[src/design/assert_macros.svh]
// Assertion macros used by the console writer sequencer.
`ifndef ASSERT_MACROS_SVH
`define ASSERT_MACROS_SVH

// Check a property on every rising clock edge outside reset.
`define TCW_ASSERT(lbl, clk, rst, prop, msg) \
   lbl: assert property (@(posedge clk) disable iff (rst) (prop)) else $error(msg);

// Check that a condition never holds outside reset.
`define TCW_NEVER(lbl, clk, rst, cond, msg) \
   lbl: assert property (@(posedge clk) disable iff (rst) !(cond)) else $error(msg);

`endif

[src/design/tcw_pkg.sv]
// Types and constants of the text console writer.
package tcw_pkg;

   // Field widths of the request and response
   localparam int unsigned MODE_W  = 2;
   localparam int unsigned BYTE_W  = 8;
   localparam int unsigned INDEX_W = 11;
   localparam int unsigned TDATA_W = 32;

   // Special bytes
   localparam logic [7:0] CHAR_NEWLINE   = 8'h0A;
   localparam logic [7:0] CHAR_BACKSPACE = 8'h08;
   localparam logic [7:0] CHAR_SPACE     = 8'h20;
   localparam logic [7:0] NIBBLE_MASK    = 8'h0F;

   typedef enum logic [1:0] {
      MODE_PUT   = 2'd0,
      MODE_CLEAR = 2'd1,
      MODE_FILL  = 2'd2,
      MODE_READ  = 2'd3
   } mode_type;

   typedef enum logic [3:0] {
      ST_INIT,
      ST_IDLE,
      ST_READ,
      ST_MOVE,
      ST_MOVE_END,
      ST_BOTTOM,
      ST_CLEAR,
      ST_FILL,
      ST_FILL_END,
      ST_DONE
   } state_type;

   // One screen cell: attribute in the high byte, glyph in the low byte
   typedef struct packed {
      logic [BYTE_W-1:0] attr;
      logic [BYTE_W-1:0] glyph;
   } cell_type;

   typedef struct packed {
      mode_type           mode;
      logic [BYTE_W-1:0]  character;
      logic [BYTE_W-1:0]  color;
      logic [INDEX_W-1:0] cell_index;
   } req_type;

   typedef struct packed {
      logic [INDEX_W-1:0] cursor_cell;
      logic [BYTE_W-1:0]  cell_char;
      logic [BYTE_W-1:0]  cell_attr;
   } rsp_type;

endpackage

[src/design/tcw_seq.sv]
// Command sequencer: cursor, store sweeps and the response register.
`include "assert_macros.svh"

module tcw_seq #(
   parameter int unsigned COLUMNS = 80,
   parameter int unsigned ROWS    = 25,
   parameter int unsigned ADDR_W  = 11
) (
   input  logic                 clock,
   input  logic                 reset,
   input  logic                 req_valid,
   output logic                 req_ready,
   input  tcw_pkg::req_type     req,
   output logic                 rsp_valid,
   input  logic                 rsp_ready,
   output tcw_pkg::rsp_type     rsp,
   output logic                 wr_en,
   output logic [ADDR_W-1:0]    wr_addr,
   output tcw_pkg::cell_type    wr_data,
   output logic                 rd_en,
   output logic [ADDR_W-1:0]    rd_addr,
   input  tcw_pkg::cell_type    rd_data
);
   import tcw_pkg::*;

   localparam int unsigned CELLS  = COLUMNS * ROWS;
   localparam int unsigned BOTTOM = CELLS - COLUMNS;
   localparam int unsigned CNT_W  = $clog2(CELLS + 1);
   localparam int unsigned COL_W  = $clog2(COLUMNS);

   localparam logic [CNT_W-1:0] CNT_CELLS   = CNT_W'(CELLS);
   localparam logic [CNT_W-1:0] CNT_LAST    = CNT_W'(CELLS - 1);
   localparam logic [CNT_W-1:0] CNT_BOTTOM  = CNT_W'(BOTTOM);
   localparam logic [CNT_W-1:0] CNT_MOVE_LT = CNT_W'(BOTTOM - 1);
   localparam logic [CNT_W-1:0] CNT_COLUMNS = CNT_W'(COLUMNS);
   localparam logic [COL_W-1:0] COL_LAST    = COL_W'(COLUMNS - 1);

   state_type           state_ff, state_in;
   logic [CNT_W-1:0]    cnt_ff, cnt_in;
   logic [CNT_W-1:0]    cursor_ff, cursor_in;
   logic [COL_W-1:0]    col_ff, col_in;
   logic [BYTE_W-1:0]   color_ff, color_in;
   logic [BYTE_W-1:0]   fill_attr_ff, fill_attr_in;
   logic                pend_ff, pend_in;
   logic [CNT_W-1:0]    pend_addr_ff, pend_addr_in;
   logic                rd_ok_ff, rd_ok_in;
   cell_type            res_ff, res_in;
   logic                rsp_valid_ff, rsp_valid_in;
   rsp_type             rsp_ff, rsp_in;

   logic                req_fire;
   logic                slot_free;
   logic                cnt_last;
   logic                is_newline;
   logic                is_backspace;
   logic [CNT_W-1:0]    nl_cursor;
   logic [CNT_W-1:0]    adv_cursor;
   logic                put_scroll;
   logic                idx_ok;

   assign req_ready  = (state_ff == ST_IDLE);
   assign req_fire   = req_valid && req_ready;
   assign slot_free  = !rsp_valid_ff || rsp_ready;
   assign cnt_last   = (cnt_ff == CNT_LAST);

   // Decode the put-char cases
   assign is_newline   = (req.character == CHAR_NEWLINE);
   assign is_backspace = (req.character == CHAR_BACKSPACE);
   assign nl_cursor    = cursor_ff + CNT_COLUMNS - CNT_W'(col_ff);
   assign adv_cursor   = cursor_ff + CNT_W'(1);
   assign put_scroll   = is_newline ? (nl_cursor == CNT_CELLS)
                       : (!is_backspace && (adv_cursor == CNT_CELLS));
   assign idx_ok       = (32'(req.cell_index) < 32'(CELLS));

   // Next state
   always_comb begin
      state_in = state_ff;
      unique case (state_ff)
         ST_INIT: begin
            if (cnt_last) state_in = ST_IDLE;
         end
         ST_IDLE: begin
            if (req_fire) begin
               unique case (req.mode)
                  MODE_PUT:   state_in = put_scroll ? ST_MOVE : ST_DONE;
                  MODE_CLEAR: state_in = ST_CLEAR;
                  MODE_FILL:  state_in = ST_FILL;
                  MODE_READ:  state_in = ST_READ;
                  default:    state_in = ST_DONE;
               endcase
            end
         end
         ST_READ:     state_in = ST_DONE;
         ST_MOVE: begin
            if (cnt_ff == CNT_MOVE_LT) state_in = ST_MOVE_END;
         end
         ST_MOVE_END: state_in = ST_BOTTOM;
         ST_BOTTOM: begin
            if (cnt_last) state_in = ST_DONE;
         end
         ST_CLEAR: begin
            if (cnt_last) state_in = ST_DONE;
         end
         ST_FILL: begin
            if (cnt_last) state_in = ST_FILL_END;
         end
         ST_FILL_END: state_in = ST_DONE;
         ST_DONE: begin
            if (slot_free) state_in = ST_IDLE;
         end
         default:     state_in = ST_INIT;
      endcase
   end

   // Datapath, store accesses and response
   always_comb begin
      cnt_in       = cnt_ff;
      cursor_in    = cursor_ff;
      col_in       = col_ff;
      color_in     = color_ff;
      fill_attr_in = fill_attr_ff;
      pend_in      = 1'b0;
      pend_addr_in = cnt_ff;
      rd_ok_in     = rd_ok_ff;
      res_in       = res_ff;
      rsp_valid_in = rsp_valid_ff && !rsp_ready;
      rsp_in       = rsp_ff;
      wr_en        = 1'b0;
      wr_addr      = ADDR_W'(cnt_ff);
      wr_data      = '0;
      rd_en        = 1'b0;
      rd_addr      = ADDR_W'(cnt_ff);

      unique case (state_ff)
         ST_INIT: begin
            // Zero one cell per cycle after reset
            wr_en  = 1'b1;
            cnt_in = cnt_ff + CNT_W'(1);
         end
         ST_IDLE: begin
            if (req_fire) begin
               cnt_in   = '0;
               color_in = req.color;
               res_in   = '0;
               unique case (req.mode)
                  MODE_PUT: begin
                     if (is_newline) begin
                        cursor_in = put_scroll ? CNT_BOTTOM : nl_cursor;
                        col_in    = '0;
                     end else if (is_backspace) begin
                        if (cursor_ff != '0) begin
                           cursor_in    = cursor_ff - CNT_W'(1);
                           col_in       = (col_ff == '0) ? COL_LAST
                                                         : col_ff - COL_W'(1);
                           wr_en        = 1'b1;
                           wr_addr      = ADDR_W'(cursor_ff - CNT_W'(1));
                           wr_data.attr  = req.color;
                           wr_data.glyph = CHAR_SPACE;
                        end
                     end else begin
                        cursor_in     = put_scroll ? CNT_BOTTOM : adv_cursor;
                        col_in        = (col_ff == COL_LAST) ? '0 : col_ff + COL_W'(1);
                        wr_en         = 1'b1;
                        wr_addr       = ADDR_W'(cursor_ff);
                        wr_data.attr  = req.color;
                        wr_data.glyph = req.character;
                     end
                  end
                  MODE_CLEAR: begin
                     cursor_in = '0;
                     col_in    = '0;
                  end
                  MODE_FILL: begin
                  end
                  MODE_READ: begin
                     rd_ok_in = idx_ok;
                     rd_en    = 1'b1;
                     rd_addr  = idx_ok ? ADDR_W'(req.cell_index) : '0;
                  end
                  default: begin
                  end
               endcase
            end
         end
         ST_READ: begin
            res_in = rd_ok_ff ? rd_data : '0;
         end
         ST_MOVE: begin
            // Read row below, write it one row up in the next cycle
            rd_en        = 1'b1;
            rd_addr      = ADDR_W'(cnt_ff + CNT_COLUMNS);
            pend_in      = 1'b1;
            cnt_in       = cnt_ff + CNT_W'(1);
            wr_en        = pend_ff;
            wr_addr      = ADDR_W'(pend_addr_ff);
            wr_data      = rd_data;
         end
         ST_MOVE_END: begin
            // Last moved cell is the row-above attribute source
            wr_en        = 1'b1;
            wr_addr      = ADDR_W'(pend_addr_ff);
            wr_data      = rd_data;
            fill_attr_in = rd_data.attr;
            cnt_in       = CNT_BOTTOM;
         end
         ST_BOTTOM: begin
            wr_en         = 1'b1;
            wr_data.attr  = fill_attr_ff;
            wr_data.glyph = CHAR_SPACE;
            cnt_in        = cnt_ff + CNT_W'(1);
         end
         ST_CLEAR: begin
            wr_en         = 1'b1;
            wr_data.attr  = color_ff;
            wr_data.glyph = CHAR_SPACE;
            cnt_in        = cnt_ff + CNT_W'(1);
         end
         ST_FILL, ST_FILL_END: begin
            // Replace the background nibble of the cell read last cycle
            if (state_ff == ST_FILL) begin
               rd_en   = 1'b1;
               pend_in = 1'b1;
               cnt_in  = cnt_ff + CNT_W'(1);
            end
            wr_en         = pend_ff;
            wr_addr       = ADDR_W'(pend_addr_ff);
            wr_data.attr  = ((color_ff & NIBBLE_MASK) << 4) | (rd_data.attr & NIBBLE_MASK);
            wr_data.glyph = rd_data.glyph;
         end
         ST_DONE: begin
            if (slot_free) begin
               rsp_valid_in       = 1'b1;
               rsp_in.cursor_cell = INDEX_W'(cursor_ff);
               rsp_in.cell_char   = res_ff.glyph;
               rsp_in.cell_attr   = res_ff.attr;
            end
         end
         default: begin
         end
      endcase
   end

   // Control registers
   always_ff @(posedge clock) begin
      if (reset) begin
         state_ff     <= ST_INIT;
         cnt_ff       <= '0;
         cursor_ff    <= '0;
         col_ff       <= '0;
         pend_ff      <= 1'b0;
         rsp_valid_ff <= 1'b0;
      end else begin
         state_ff     <= state_in;
         cnt_ff       <= cnt_in;
         cursor_ff    <= cursor_in;
         col_ff       <= col_in;
         pend_ff      <= pend_in;
         rsp_valid_ff <= rsp_valid_in;
      end
   end

   // Payload registers
   always_ff @(posedge clock) begin
      color_ff     <= color_in;
      fill_attr_ff <= fill_attr_in;
      pend_addr_ff <= pend_addr_in;
      rd_ok_ff     <= rd_ok_in;
      res_ff       <= res_in;
      rsp_ff       <= rsp_in;
   end

   assign rsp_valid = rsp_valid_ff;
   assign rsp       = rsp_ff;

   `TCW_NEVER(a_cursor_range, clock, reset, cursor_ff >= CNT_CELLS, "cursor beyond last cell")
   `TCW_NEVER(a_no_rw_clash, clock, reset, wr_en && rd_en && (wr_addr == rd_addr), "read and write hit one cell")
   `TCW_ASSERT(a_done_loads, clock, reset, (state_ff == ST_DONE && slot_free) |=> rsp_valid_ff, "finished request not presented")
   `TCW_ASSERT(a_col_wraps, clock, reset, (state_ff == ST_MOVE) |-> (cursor_ff == CNT_BOTTOM && col_ff == '0), "scroll left cursor off bottom row start")

endmodule
[config.mk]
export PLATFORM = sky130hd
export DESIGN_NAME = tcw_seq
export DESIGN_NICKNAME = d
export VERILOG_FILES = /design/src/design/tcw_pkg.sv /design/src/design/tcw_seq.sv
export VERILOG_INCLUDE_DIRS = /design/src /design/src/design
export SDC_FILE = /design/constraint.sdc
export NUM_CORES = 1
export LEC_CHECK = 0
export ABC_CLOCK_PERIOD_IN_PS = 4100
export BUFFER_PORTS_ARGS = -buffer_cell sky130_fd_sc_hd__buf_2
export CAP_MARGIN = 20
export CORE_UTILIZATION = 35
export CTS_BUF_LIST = sky130_fd_sc_hd__clkbuf_2
export DETAILED_ROUTE_END_ITERATION = 10
export SLEW_MARGIN = 20
export SYNTH_ARGS = -nofsm -noshare
export SYNTH_HDL_FRONTEND = slang
export SYNTH_SLANG_ARGS = --single-unit
[constraint.sdc]
create_clock -name clock -period 4.1 [get_ports clock]
set_input_delay 1.23 -clock clock [delete_from_list [all_inputs] [get_ports clock]]
set_output_delay 1.23 -clock clock [all_outputs]
set_load 0.01 [all_outputs]
* After elaboration in Yosys (flattened, before gate mapping)
Cells that the tools add are included.
Storage, ports and cells: flip-flop bits (word level) 106, logic and storage cells 138, output and inout bits 69
Operators by class: reductions and logical operators 29, eq/ne operators 27, bitwise gates (word level) 1, mux-type cells 57, order comparisons 1, $add $sub $neg 8
Operators by type and width (count):
- $mux W11 | 15
- $mux W16 | 7
- $pmux W16 S5 | 1
- $pmux W11 S2 | 3
- $eq A11 B11 Y1 const B | 4
- $pmux W11 S4 | 1
- $mux W7 | 5
- $pmux W16 S2 | 1
- $pmux W4 S8 | 1
- $mux W4 | 7
- $add A11 B1 Y11 const B | 2
- $add A11 B7 Y11 const B | 2
- $eq A4 B3 Y1 const B | 4
- $eq A8 B4 Y1 const B | 2
- $pmux W4 S4 | 1
- $pmux W7 S2 | 1
- $reduce_or A4 Y1 | 3
- $lt A11 B11 Y1 const B | 1
- $mux W1 | 11
- $reduce_bool A11 Y1 | 1
- $sub A11 B1 Y11 const B | 1
- $sub A11 B7 Y11 | 1
- $ne A2 B2 Y1 const B | 5
- $eq A4 B2 Y1 const B | 2
- 26 further kinds | 41

* Logic depth before layout (Yosys ltp)
Gate-level depths: netlist (run 1).
depth in word-level cells 8, depth in mapped cells 15

* Worst setup path before layout (run 1)
Ideal clock, no wire load.
path kind input -> output, from input port req[23] (netlist bit), to output port wr_addr[6], required time 2.870 ns, path slack -0.118 ns, stages on the path 7, data arrival time 2.988 ns, path buffers 1, cell sequence nor4_4 > nand4_1 > nor3_2 > nor2_1 > clkbuf_1 > a222oi_1 > inv_1
On the way: cells in the longest elaborated chain, start to end 6, elaborated cells between the ends (all ways) 7, classes of those cells eq/ne: 2; mux: 5
RTL lines:
- from (decl) | line tcw_seq.sv:13 | input tcw_pkg::req_type req,
- $eq A8 B4 Y1 | line tcw_seq.sv:68 | assign is_backspace = (req.character == CHAR_BACKSPACE);
- $mux W11 | line tcw_seq.sv:150 | end else if (is_backspace) begin
- $mux W11 * | line tcw_seq.sv:147 | if (is_newline) begin
- $mux W11 * | line tcw_seq.sv:145 | unique case (req.mode)
- $mux W11 * | line tcw_seq.sv:141 | if (req_fire) begin
- $pmux W11 S2 * | line tcw_seq.sv:134 | unique case (state_ff)
- to (decl) | line tcw_seq.sv:18 | output logic [ADDR_W-1:0] wr_addr,
Mark *: on every way between the ends. The rest lies on a longest branch, timed or not.

* Worst setup path after layout (run 1)
from input port req[24] (netlist bit), to output port wr_addr[2]
The elaborated chain is that of the path after synthesis.

==> impl_metrics.csv, run 1 <==
group,metric,value,unit
finish,area_growth,27.5,%
grt,use_met3,3.85,%
critical_path,crit_type,"in -> out",
grt,antenna_found_initial,1,
grt,grt_pass1_wl,31.3,mm
clock_network,tritoncts,"built",
critical_path,required,2870,ps
sta,rsz0062_at_grt,"true",
finish,instances_no_fill,1160,
sta,finClkSkew,74.8,ps
min_path,hp-class,"reg -> reg",
run_status,violations,"DRC, setup timing",
floorplanning,fp.dieH,140,um
finish,drive_gt1_share,30.5,%
sta,min_period_over_period,106,%
sta,slew_viol_final,0,
clock_network,ctsHoldBuffers,0,
logic_synthesis,ys_types,74,
sta,timing_hold_violations_final,0,
clock_network,cts_buffers,9,
clock_network,cts.clk_slew.worst_paths,340,ps
clock_network,insertion_delay,710,ps
grt,grt_pass1_vias,5781,
floorplanning,initial_utilization,35.7,%
detailed_routing,wl_per_cell,17.2,um
placement,place.gp.congestion,0.885,
detailed_routing,avgViaCountPerCell,5.57,
detailed_routing,drt_iter0_markers,608,
critical_path,slowest_delay,320,ps
floorplanning,ios,118,
sta,tns,-2580,ps
grt,grtUsageMet2,31.7,%
critical_path,critPathTopFamily,"simple AND/OR/NAND/NOR gates",
sta,fin_ws,-244,ps
finish,fillers,1815,
logic_synthesis,synth_cells,754,
clock_network,root_buffer,"clkbuf_2",
floorplanning,rows,50,
clock_network,cts_max_path_buffers,2,
detailed_routing,wirelength,19.9,mm
clock_network,htreeDepth,3,
pwr,power_density,208,nW/um2
critical_path,critPathArrivalTime,3110,ps
logic_synthesis,avgSynthCellArea,8.82,um2
grt,grt_use_met1,29.1,%
finish,final_common_cell,"buf_2",
placement,place_inst,1135,
logic_synthesis,async_reset_ff_share,0,%
detailed_routing,drtAntennaViolNets,0,
clock_network,cts_num_sinks,106,
logic_synthesis,synth.yosys.warnings,0,
finish,fin_nets,1004,
logic_synthesis,synth_seq_area_share,41.0,%
sta,worst_pin_slew,710,ps
detailed_routing,via_count,6466,
sta,max_freq,230,MHz
critical_path,crit_chain,"buf_8 > nor4_4 > nand4_1 > buf_6 > nor3_4 > buf_4 > or3_4 > nor2_1 > a221o_1 > buf_2",
critical_path,cp_slowest_cell,"nor4_4",
critical_path,worstSetupEndpointType,"output pin",
logic_synthesis,syn_nets,838,
placement,portBuffers,117,
floorplanning,dieArea,19500,um2
critical_path,startpoint_type,"input port",
critical_path,crit_buf_inv,4,
detailed_routing,drc,1,
run_status,status,"finished with violations",
detailed_routing,dr.pass1.iters,11,
sta,slew_headroom,52.2,%
logic_synthesis,synth_area,6650,um2
logic_synthesis,synth-edff-count,60,
placement,dp_hpwl,14.8,mm
finish,final_cell_mix,"buf_2, nand2_1, buf_4",
floorplanning,die_width,140,um
logic_synthesis,synth_seq_cells,106,
sta,hold_slack,437,ps
floorplanning,core,18600,um2
logic_synthesis,synth_top_cell_by_area,"edfxtp_1",
grt,grt_max_degree,33,
critical_path,r2r_slack,410,ps
run,cap_violations,0,
critical_path,critPathMaxFanout,5,
logic_synthesis,ys_top_cells_by_area,"edfxtp_1, dfxtp_1, ha_1",
pwr,p_leak,3.58,nW
logic_synthesis,synthFlopType,"edfxtp_1",
grt,grt.total_usage,20.4,%
sta,finalCriticalPeriod,4340,ps
sta,final-setup-viol-count,21,
grt,grt_busiest_layer,"met2",
grt,grt-ovfl-total,0,
pwr,ir_drop,0.109,mV
logic_synthesis,synth_top_cell_area_share,27.1,%
## layout make-up
| class | instances | area (um2) | share of cell area [%] |
|---|---|---|---|
| inverters | 41 | 156 | 1.85 |
| clock inverters | 7 | 91.3 | 1.08 |
| multi-input cells | 563 | 3850 | 45.4 |
| diodes | 1 | 2.50 | 0.0295 |
| well taps | 234 | 293 | 3.45 |
| clock buffers | 9 | 45.0 | 0.531 |
| flip-flops and latches | 106 | 2730 | 32.2 |
| repair buffers | 199 | 1310 | 15.4 |
## final timing paths
kind,start,end,depth (start not counted)
min,res_ff[11],rsp[3],0
max,req[24],wr_addr[2],10
max reg2reg,cursor_ff[1],state_ff[3],11
min reg2reg,res_ff[11],rsp[3],0
## logic make-up (layout without fill, tap and decap cells)
| logic type | after synthesis | in the layout | share of synthesized area (%) |
|---|---|---|---|
| and+or+nand+nor | 295 | 295 | 22.3 |
| buffers and inverters | 85 | 256 | 4.91 |
| muxes | 3 | 3 | 0.452 |
| DFF | 106 | 106 | 41.0 |
| AOI/OAI and AO/OA | 198 | 198 | 20.4 |
| xor gates and xnor gates | 31 | 31 | 4.08 |
| adders and majority gates | 36 | 36 | 6.85 |
| other | 0 | 1 | 0 |
## per-layer routing
layer,up-vias,wire length [um],share of wire (%)
li1,3123,-,-
met1,3052,9280,47
met2,256,8980,45
met3,35,1330,6.7
met4,0,307,1.5
met5,-,0,0
## timing repair
action | CTS | global route
buffers inserted | 6 | 1
gates cloned | 1 | 0
resized for setup | 41 | 56
pin swaps | 14 | 22
setup endpoints to repair | 17 | 28
## cell usage after synthesis, types with 3 or more instances
master,n
nand2_1,85
nor2_1,67
edfxtp_1,60
dfxtp_1,46
a21oi_1,43
o21ai_0,42
inv_1,39
clkbuf_1,35
ha_1,34
nand3_1,29
xnor2_1,23
and2_1,20
nor3_1,16
a222oi_1,14
a31oi_1,12
nand4_1,10
nor4_1,9
a221o_1,8
and3_1,8
nand2b_1,8
xor2_1,8
a21o_1,7
a22oi_1,7
nor2b_1,7
or3_1,7
a211oi_1,6
a22o_1,6
buf_2,6
nor3b_1,5
o211ai_1,5
o21ai_1,5
o22ai_1,5
a221oi_1,4
a2bb2oi_1,4
nand3b_1,4
buf_1,3
mux2i_1,3
o2111ai_1,3
o21bai_1,3
or2_2,3
## where the power goes
part	internal (mW)	total, mW	switching, mW
clock network	0.113	0.545	0.432
registers	1.12	1.13	0.00526
logic	0.0407	0.0893	0.0486
total	1.27	1.76	0.486
## worst register-to-register path, cell delays in order, from the launching register on
cell and delay, ps:
dfxtp_4 430, buf_4 150, ha_1 280, ha_1 180, inv_1 60, fa_1 400, xnor2_1 160, or3b_2 440
or4_1 540, or4b_1 570, a41oi_1 310, a211oi_1 80
## per-stage QoR
stage / util, % / power, mW / setup slack (ps) / area (um2)
after global routing: 45.5 / 1.82 / -322 / 8480
after global placement: 42.5 / 1.23 / -200 / 7930
after floorplan: - / 1.17 / -7.29 / 6670
final: 45.5 / 1.76 / -244 / 8480
after detailed placement: 42.5 / 1.23 / -227 / 7930
after CTS: 44.3 / 1.77 / -168 / 8250
## sequential cells by signal, summed over array words and instances (netlist names)
| name | flops |
|---|---|
| rsp_valid | 1 |
| cursor_ff | 11 |
| rd_ok_ff | 1 |
| state_ff | 4 |
| rsp | 27 |
| pend_ff | 1 |
| pend_addr_ff | 11 |
| res_ff | 16 |
| fill_attr_ff | 8 |
| color_ff | 8 |
| cnt_ff | 11 |
| col_ff | 7 |
Note: power is estimated with default switching activity, not from simulation.
==> run 2: changes to the inputs <==
Settings changed: BUFFER_PORTS_ARGS -buffer_cell sky130_fd_sc_hd__buf_2 to -buffer_cell sky130_fd_sc_hd__clkbuf_2.
==> impl_metrics.csv, run 2 (same netlist as run 1, synthesis figures left out) <==
group,metric,value,unit
run_status,status,"finished with violations",
run_status,violations,"DRC, setup timing",
clock_network,cts_buffers,9,
sta,slew_viol_final,0,
min_path,worstHoldStart,"cnt_ff[1]",
clock_network,ctsHoldBuffers,0,
finish,drive_gt1_share,29.7,%
sta,tns,-1220,ps
finish,fin_nets,1009,
detailed_routing,drtAntennaViolNets,0,
min_path,hp-class,"reg -> reg",
clock_network,root_buffer,"clkbuf_2",
critical_path,crit_buf_inv,3,
placement,portBuffers,117,
clock_network,htreeDepth,3,
critical_path,crit_type,"in -> out",
floorplanning,ios,118,
pwr,switching_share,27.4,%
finish,multiInputGateArea,3790,um2
finish,final_cell_mix,"clkbuf_2, nand2_1, buf_4",
critical_path,startpoint_type,"input port",
clock_network,insertion_delay,670,ps
placement,place.gp.congestion,0.922,
detailed_routing,via_count,6562,
pwr,p_int,1.27,mW
pwr,pwr-share-comb,5.0,%
critical_path,critPathMaxFanout,5,
finish,final_common_cell,"clkbuf_2",
grt,grt_max_degree,33,
sta,max_freq,233,MHz
critical_path,crit_chain,"buf_8 > nor4_4 > buf_4 > nand3_4 > nor2_4 > nand2_2 > xnor2_2 > nor2_2 > o21ai_1 > a221o_1 > buf_2",
sta,worst_pin_slew,798,ps
pwr,p_sw,0.480,mW
finish,area_growth,26.6,%
grt,grt_pass1_vias,5850,
critical_path,critPathTopFamily,"simple AND/OR/NAND/NOR gates",
critical_path,rr_startpoint,"cursor_ff[1]",
min_path,min_to,"pend_addr_ff[1]",
pwr,ir_drop,0.134,mV
grt,grt.total_usage,20.7,%
critical_path,worstSetupEndpointType,"output pin",
sta,final-setup-viol-count,11,
detailed_routing,wl_per_cell,17.5,um
detailed_routing,wirelength,20.4,mm
detailed_routing,drt_iter0_markers,554,
finish,utilization,45.1,%
pwr,power_density,208,nW/um2
critical_path,r2r_slack,230,ps
critical_path,required,2870,ps
finish,largest_reg_flops,27,
pwr,p_leak,3.52,nW
critical_path,cp_slowest_cell,"a221o_1",
detailed_routing,drc,1,
finish,num_antenna_cells,0,
critical_path,r2r_cells,11,
min_path,hold_depth,0,
critical_path,slowest_delay,330,ps
sta,fin_ws,-184,ps
clock_network,cts_max_path_buffers,2,
grt,antenna_found_initial,0,
sta,min_period_over_period,104,%
floorplanning,rows,50,
sta,timing_hold_violations_final,0,
pwr,p_clk_share,30.9,%
sta,slew_headroom,46.8,%
clock_network,cts_num_sinks,106,
floorplanning,dieArea,19500,um2
floorplanning,initial_utilization,35.7,%
floorplanning,core,18600,um2
floorplanning,die_width,140,um
grt,grt-ovfl-total,0,
sta,finClkSkew,36.3,ps
clock_network,cts.clk_slew.worst_paths,310,ps
sta,finalCriticalPeriod,4280,ps
detailed_routing,avgViaCountPerCell,5.64,
critical_path,rr_endpoint,"state_ff[3]",
run,cap_violations,0,
finish,fillers,1856,
sta,rsz0062_at_grt,"true",
placement,dp_hpwl,15.0,mm
finish,ff_latch_area,2740,um2
clock_network,tritoncts,"built",
detailed_routing,dr.pass1.iters,8,
pwr,p_seq_share,64.1,%
grt,grt_pass1_wl,31.7,mm
placement,place_ws,-258,ps
floorplanning,fp.dieH,140,um
critical_path,critPathArrivalTime,3050,ps
-- run 2: cell types whose count changed in the layout (fill, tap and decap cells not counted), moves of 3 or more --
cell      delta
clkbuf_2   +108
buf_2      -103
nand2_1      +9
buf_4        +6
nand2_4      -6
buf_6        -5
nand3_1      +4
dfxtp_4      +3
inv_2        -3
nand2_2      -3
nand3_2      -3
-- run 2: how the worst max path moves through the flow --
stage	startpoint	to	slack, ps	cells past startpoint
3_5_place_dp	req[26]	wr_addr[2]	-260	11
4_1_cts	req[23]	wr_addr[5]	-170	11
3_3_place_gp	req[26]	wr_addr[4]	-190	11
5_1_grt	req[23]	wr_addr[2]	-270	11
2_1_floorplan	req[26]	wr_addr[6]	-7	7
6_report	req[23]	wr_addr[2]	-180	11
-- run 2: stage by stage --
stage,cells,area (um2),hold WS [ps],power (mW)
after floorplan,754,6670,329,1.17
after global placement,1130,7890,401,1.23
after detailed placement,1130,7890,405,1.23
after CTS,1154,8170,467,1.78
after global routing,1164,8410,476,1.83
final,1164,8410,462,1.75
-- run 2: power groups by stage --
stage | clock (mW) | sequential (mW) | combinational [mW]
2_1_floorplan | 0 | 1.15 | 0.0275
3_3_place_gp | 0 | 1.15 | 0.0838
3_5_place_dp | 0 | 1.15 | 0.0836
4_1_cts | 0.563 | 1.13 | 0.0860
5_1_grt | 0.604 | 1.13 | 0.0953
6_report | 0.542 | 1.12 | 0.0876
-- run 2: per-layer routing --
metal / vias to the layer above / routed length (um) / global-route usage, %
li1: 3128 / - / -
met4: 0 / 337 / 4.51
met3: 25 / 1270 / 3.89
met2: 266 / 9110 / 31.6
met5: - / 0 / 0
met1: 3143 / 9690 / 30.1
-- run 2: area by class of cell --
class                      count  area share (%)
clock buffer                   9           0.535
clock inverter                 7            1.03
inverter                      41            1.93
multi-input combinational    563            45.0
sequential                   106            32.6
tap                          234            3.48
timing repair buffer         204            15.5
-- run 2: what timing repair did --
action                                  4_1_cts  5_1_grt
gates resized for setup                      29       54
pin swaps                                     6        8
endpoints found under the setup margin       13       28
gates cloned                                  0        0
buffers inserted                              8       10
==> run 3: changes to the inputs <==
Settings changed: ABC_CLOCK_PERIOD_IN_PS 4100 to 3600.
Clock period 4.1 ns to 3.6 ns, I/O delays scaled along.
==> impl_metrics.csv, run 3 (same netlist as run 1, synthesis figures left out) <==
group,metric,value,unit
critical_path,crit_type,"in -> out",
floorplanning,rows,50,
grt,grt_pass1_vias,5960,
finish,drive_gt1_share,33.9,%
clock_network,cts_max_path_buffers,2,
pwr,power_density,224,nW/um2
floorplanning,core,18600,um2
sta,finalCriticalPeriod,4030,ps
critical_path,critPathMostFrequentCell,"buf_6",
run_status,status,"finished with violations",
finish,fin_nets,1047,
run,cap_violations,0,
grt,grt-ovfl-total,0,
run_status,violations,"DRC, setup timing",
floorplanning,dieArea,19500,um2
clock_network,cts_num_sinks,106,
grt,antenna_found_initial,0,
sta,tns,-6180,ps
floorplanning,fp.dieH,140,um
sta,worst_pin_slew,783,ps
critical_path,crit_chain,"buf_8 > nor4_4 > nand4_1 > buf_6 > nor3_4 > nor2_4 > buf_6 > a222oi_1 > inv_1 > clkbuf_2",
finish,area_growth,31.9,%
critical_path,critPathMaxFanout,8,
floorplanning,die_width,140,um
detailed_routing,wirelength,20.6,mm
sta,max_freq,248,MHz
detailed_routing,avgViaCountPerCell,5.51,
sta,slew_viol_final,0,
sta,fin_ws,-428,ps
clock_network,cts.clk_slew.worst_paths,320,ps
floorplanning,initial_utilization,35.7,%
detailed_routing,dr.pass1.iters,9,
critical_path,critPathTopFamily,"simple AND/OR/NAND/NOR gates",
pwr,ir_drop,0.141,mV
critical_path,critPathArrivalTime,2950,ps
clock_network,ctsHoldBuffers,0,
placement,postPlaceCellArea,8180,um2
clock_network,htreeDepth,3,
critical_path,required,2520,ps
sta,final-setup-viol-count,22,
critical_path,worstSetupEndpointType,"output pin",
sta,min_period_over_period,112,%
sta,timing_hold_violations_final,0,
sta,slew_headroom,47.8,%
pwr,p_leak,3.76,nW
critical_path,cp_slowest_cell,"nor4_4",
detailed_routing,via_count,6623,
detailed_routing,wl_per_cell,17.1,um
finish,largest_reg_flops,27,
sta,finClkSkew,37.7,ps
placement,dp_hpwl,15.3,mm
placement,portBuffers,117,
grt,grt_max_degree,33,
finish,instances_no_fill,1203,
clock_network,tritoncts,"built",
placement,place_inst,1166,
critical_path,slowest_delay,400,ps
placement,place.gp.congestion,0.912,
finish,final_common_cell,"clkbuf_2",
sta,rsz0062_at_grt,"true",
detailed_routing,drtAntennaViolNets,0,
grt,grt_pass1_wl,31.9,mm
detailed_routing,drc,2,
clock_network,root_buffer,"clkbuf_2",
critical_path,crit_buf_inv,5,
critical_path,startpoint_type,"input port",
clock_network,insertion_delay,670,ps
finish,final_cell_mix,"clkbuf_2, buf_4, nand2_1",
sta,hold_slack,440,ps
floorplanning,ios,118,
min_path,hp-class,"reg -> reg",
clock_network,cts_buffers,9,
detailed_routing,drt_iter0_markers,687,
grt,grt.total_usage,20.8,%
finish,finalInstanceArea,8770,um2
## run 3: cell count changes in the layout (fill, tap and decap cells not counted), sizes merged
cell	previous run	this run
buf	96	133
clkbuf	117	118
diode	0	1
## run 3: per-layer routing
layer | vias to the layer above | share of wire [%] | track usage [%]
met4 | 0 | 1.7 | 6.30
met5 | - | 0 | 0
met3 | 25 | 7.7 | 3.96
li1 | 3207 | - | -
met2 | 272 | 45 | 32.0
met1 | 3119 | 46 | 29.5
## run 3: path summary, 6_finish.rpt
path / endpoint / from / cells past startpoint / slack (ps)
min reg2reg: rsp[15] / res_ff[7] / 0 / 440
max: wr_addr[4] / req[26] / 10 / -430
min: rsp[15] / res_ff[7] / 0 / 440
max reg2reg: cursor_ff[5] / cursor_ff[1] / 14 / 120
## run 3: through the flow
| step | setup slack (ps) | total power, mW | utilization [%] |
|---|---|---|---|
| after floorplan | -207 | 1.34 | - |
| after global routing | -552 | 2.04 | 47.0 |
| after CTS | -396 | 1.98 | 46.0 |
| final | -428 | 1.97 | 47.0 |
| after detailed placement | -481 | 1.40 | 43.9 |
| after global placement | -433 | 1.40 | 43.9 |
## run 3: repair_timing
item	CTS	global route
pin swaps	18	17
resized for setup	57	45
cloned	0	0
buffers inserted	10	11
setup endpoints to repair	41	40
hold endpoints to repair	0	0
## run 3: where the power goes
part | internal (mW) | total, mW | switching, mW
clock network | 0.117 | 0.579 | 0.463
registers | 1.28 | 1.28 | 0.00651
logic | 0.0481 | 0.102 | 0.0543
## run 3: area by class of cell
type	instances	area [um2]
clock inverters	7	75.1
flip-flops and latches	106	2730
diodes	1	2.50
fillers	1804	9880
clock buffers	9	45.0
repair buffers	242	1610
inverters	41	161
multi-input cells	563	3850
well taps	234	293
